$ cat config.mk
export PLATFORM = sky130hd
export DESIGN_NAME = rbb_ram
export DESIGN_NICKNAME = d
export VERILOG_FILES = /design/src/rbb_ram.sv
export SDC_FILE = /design/constraint.sdc
export NUM_CORES = 1
export LEC_CHECK = 0
export BUFFER_PORTS_ARGS = -buffer_cell sky130_fd_sc_hd__buf_2
export CAP_MARGIN = 40
export CORE_MARGIN = 5
export CORE_UTILIZATION = 50
export DETAILED_ROUTE_END_ITERATION = 8
export GPL_TIMING_DRIVEN = 0
export HOLD_SLACK_MARGIN = 0.05
export PLACE_DENSITY_LB_ADDON = 0.25
export REMOVE_ABC_BUFFERS = 1
export SETUP_SLACK_MARGIN = 0.05
export SYNTH_ARGS = -nofsm -noshare
export SYNTH_HDL_FRONTEND = slang
export SYNTH_SLANG_ARGS = --single-unit
$ cat constraint.sdc
create_clock -name clock -period 6.1 [get_ports clock]
set_clock_uncertainty 0.1 [all_clocks]
set_input_delay 0.915 -clock clock [delete_from_list [all_inputs] [get_ports clock]]
set_output_delay 0.915 -clock clock [all_outputs]
set_load 0.005 [all_outputs]
$ cat src/rbb_ram.sv
// generic single write port ram with registered read
`timescale 1ns / 1ps

module rbb_ram #(
   parameter int WIDTH = 24,
   parameter int DEPTH = 64
) (
   input  logic                     clock,
   input  logic                     we,
   input  logic [$clog2(DEPTH)-1:0] waddr,
   input  logic [WIDTH-1:0]         wdata,
   input  logic [$clog2(DEPTH)-1:0] raddr,
   output logic [WIDTH-1:0]         rdata
);

   logic [WIDTH-1:0] mem_ff [DEPTH];
   logic [WIDTH-1:0] rdata_ff;

   always_ff @(posedge clock) begin
      if (we) begin
         mem_ff[waddr] <= wdata;
      end
      rdata_ff <= mem_ff[raddr];
   end

   assign rdata = rdata_ff;

endmodule

After elaboration in Yosys (flattened, before gate mapping)
Memories as Yosys holds them, arrays and structs flattened. A register that Yosys moved wholly into a read port is not among the register bits.
Cells that the tools add are included.
{"block": "totals", "ff_bits": 0, "ramBits": 1536, "in_bits": 38, "out_inout_bits": 24, "word_cells": 3, "n_memories": 1}
{"block": "classes", "n_mux": 2}
{"memory": "mem_ff", "depth": 64, "word_bits": 24, "rd": 1, "rd_ports_with_merged_regs": 1, "write_ports": 1, "line": "16", "rtl": "logic [WIDTH-1:0] mem_ff [DEPTH];"}
{"operator": "1-bit two-way mux", "n": 2}

Longest topological paths before layout
{"block": "logic_depth", "depth_word": 2, "ltp_mapped": 9, "depth_no_buf": 5}

Worst setup path before layout
No wires, ideal clock.
{"block": "synth_timing", "path_type": "in2reg", "startpoint": "input waddr[3]", "endpoint": "memory mem_ff[48][0] (enable)", "setup_ns": 0.435, "arrival_ns": 3.077, "t_required_ns": 5.565, "path_slack_ns": 2.488, "stages": 4, "n_path_buf": 1, "cell_sequence": "clkbuf_1 > nor2b_1 > nand4b_1 > nor3_1"}
{"item": "start: declaration", "line": "10", "rtl": "input logic [$clog2(DEPTH)-1:0] waddr,"}
{"item": "end: declaration", "line": "16"}
Straight into the memory's write port.

==> results.toml <==
[status]
outcome = "finished, final reports clean"

[worst_setup_path]
cp-startpoint = "raddr[0]"
cp_data_required_time_ns = 6.63
rrSetupSlack_ns = 3.53
start_kind = "input port"
worstPathArrival_ns = 4.77
r2r_cells = 5
criticalPathCategory = "input port to flop"
cp-end-kind = "flop"
worstReg2RegStart = "mem_ff[39][6]"
cp-endpoint = "rdata[8]"
cp_max_fo = 72
r2r_end = "rdata[6]"

[power]
peakVddDrop_uv = 283
power.total_mw = 22.2
power_per_cell_area_nw_per_um2 = 323
p_leak_nw = 21.6

[logic_synthesis]
ys_seq_area_share_pct = 78.6
synth_area_leader_cell = "edfxtp_1"
synth_cell_types = 40
syn-instance-count = 2610
netlist_area_um2 = 59300
yosysTopAreaCellShare_pct = 77.8
yosysWarnings = 0
avgSynthCellArea_um2 = 22.7
ys_ff_latch = 1560
synth_area_leaders = "edfxtp_1, mux4_2, mux2i_1"

[finish]
nNetsFinal = 2849
ff_latch_area_um2 = 46600
nFillCells = 8165
areaGrowthSynthToFinish_pct = 16.0
multiInputGateArea_um2 = 12400
layout-drive-gt1-share_pct = 30.1
most-common-layout-cells = "edfxtp_1, mux4_2, clkbuf_16, mux2i_1"
fin_cells = 4474
final_common_cell = "edfxtp_1"

[sta]
holdWs_ns = 0.470
final.setup.worst_slack_ns = 1.86
timing.final.crit_share_pct = 69.5
final_hold_viol_count = 0
fmax_mhz = 236
timing.slew.headroom_pct = 28.0
finalCriticalPeriod_ns = 4.24
worst_pin_slew_ns = 1.08
finalMaxSlewViolations = 0
setup_violations = 0
rsz0062_at_grt = "false"
final.setup.tns_ns = 0

[detailed_routing]
drt-initial-drc-count = 3682
final_antenna_net_count = 0
vias = 28200
first_pass_iters = 5
wire_per_inst_um = 32.0
wirelength_mm = 143
drc = 0
avgViaCountPerCell = 6.29

[placement]
dp.cells = 4187
place_congestion = 0.779
dp_hpwl_mm = 90.4
portBuffers = 61
dp_slack_ns = 0.984

[floorplanning]
coreArea_um2 = 118000
die_w_um = 354
row_count = 126
die_y_um = 354
start_util_pct = 50.3
ioPinCount = 62
die_area_um2 = 126000

[cts]
cts_root_buffer = "clkbuf_16"
cts.sinks = 1560
cts_made_buffers = 155
ctsResizeCount = 0
clk_pin_slew_ns = 0.06
hold_buffers = 0
cts_max_path_buffers = 3
clkLatencyLatePin_ns = 0.75
cts_setup_buffers = 0
htreeDepth = 4
tritoncts = "built"

[global_route]
overflow = 0
grt_max_degree = 108
first_global_vias = 28400
antenna_found_initial = 13
grt_pass1_wl_mm = 206
grt_util_all_layers_pct = 22.9

[hold_path]
hold_path_depth = 1
hp-class = "input port to flop"

[flow_run]
drv_cap = 0
==> power breakdown <==
group	switching (mW)	total, mW	internal [mW]
combinational	0.735	1.17	0.436
clock	3.88	9.19	5.31
sequential	0.0215	11.9	11.9
==> worst min-delay path by stage <==
stage / to / slack, ns / start
after floorplan: rdata[22] / 0.67 / mem_ff[36][22]
after global placement: rdata[23] / 0.82 / mem_ff[36][23]
after detailed placement: rdata[23] / 0.81 / mem_ff[36][23]
after CTS: mem_ff[40][9] / 0.42 / wdata[9]
after global routing: mem_ff[43][9] / 0.44 / wdata[9]
final: mem_ff[43][9] / 0.47 / wdata[9]
==> cell families (layout without fill, tap and decap cells) <==
logic type | Yosys count | in the layout | share of synthesized area [%]
other | 0 | 3 | 0
AOI/OAI and AO/OA | 207 | 207 | 2.44
DFF | 1560 | 1560 | 78.6
buffers and inverters | 144 | 469 | 1.31
muxes | 503 | 503 | 16.1
and+or+nand+nor | 196 | 196 | 1.56
==> registers in the layout, indices dropped and copies added, names as in the netlist <==
name and cells:
mem_ff 1536, rdata 24
==> area by class of cell <==
| type | instances | area share (%) |
|---|---|---|
| Antenna cell | 3 | 0.0109 |
| Clock buffer | 185 | 5.92 |
| Clock inverter | 96 | 1.20 |
| Inverter | 2 | 0.0127 |
| Multi-Input combinational cell | 906 | 18.0 |
| Sequential cell | 1560 | 67.8 |
| Tap cell | 1536 | 2.79 |
| Timing Repair Buffer | 186 | 4.27 |
==> cells in the mapped netlist (all sizes together) <==
master / number
edfxtp: 1536
mux4: 355
buf: 97
mux2i: 95
nor2: 80
mux2: 53
o22ai: 53
a221oi: 52
clkbuf: 45
nand2: 36
a22oi: 29
dfxtp: 24
a21oi: 22
nand3: 20
o21ai: 18
and3: 16
a31oi: 13
o21a: 13
or3: 10
nor2b: 9
nand2b: 6
a221o: 4
and2: 4
nand3b: 3
or2: 3
or3b: 3
nand4: 2
nor3: 2
o211ai: 2
and2b: 1
clkinv: 1
inv: 1
nand4b: 1
o221ai: 1
==> stage by stage <==
stage / area, µm² / utilization (%)
6_report: 68800 / 58.3
4_1_cts: 68700 / 58.3
3_3_place_gp: 60800 / 51.5
3_5_place_dp: 63800 / 54.1
2_1_floorplan: 58500 / -
5_1_grt: 68800 / 58.3
==> per-layer routing <==
layer  part of all wire, %  GRT usage (%)
met4                   2.7           6.19
met5                0.0091              0
met3                   9.0           4.40
met1                    40           33.2
met2                    48           36.3
==> critical path, cell delays in order <==
cell and delay (ns):
buf_8 0.34, buf_16 0.43, buf_16 0.44, buf_16 0.38, mux4_2 0.57, mux2_2 0.32, o22ai_1 0.52, a221oi_1 0.25
o21a_1 0.28
Power figures use the tool's default switching activity.
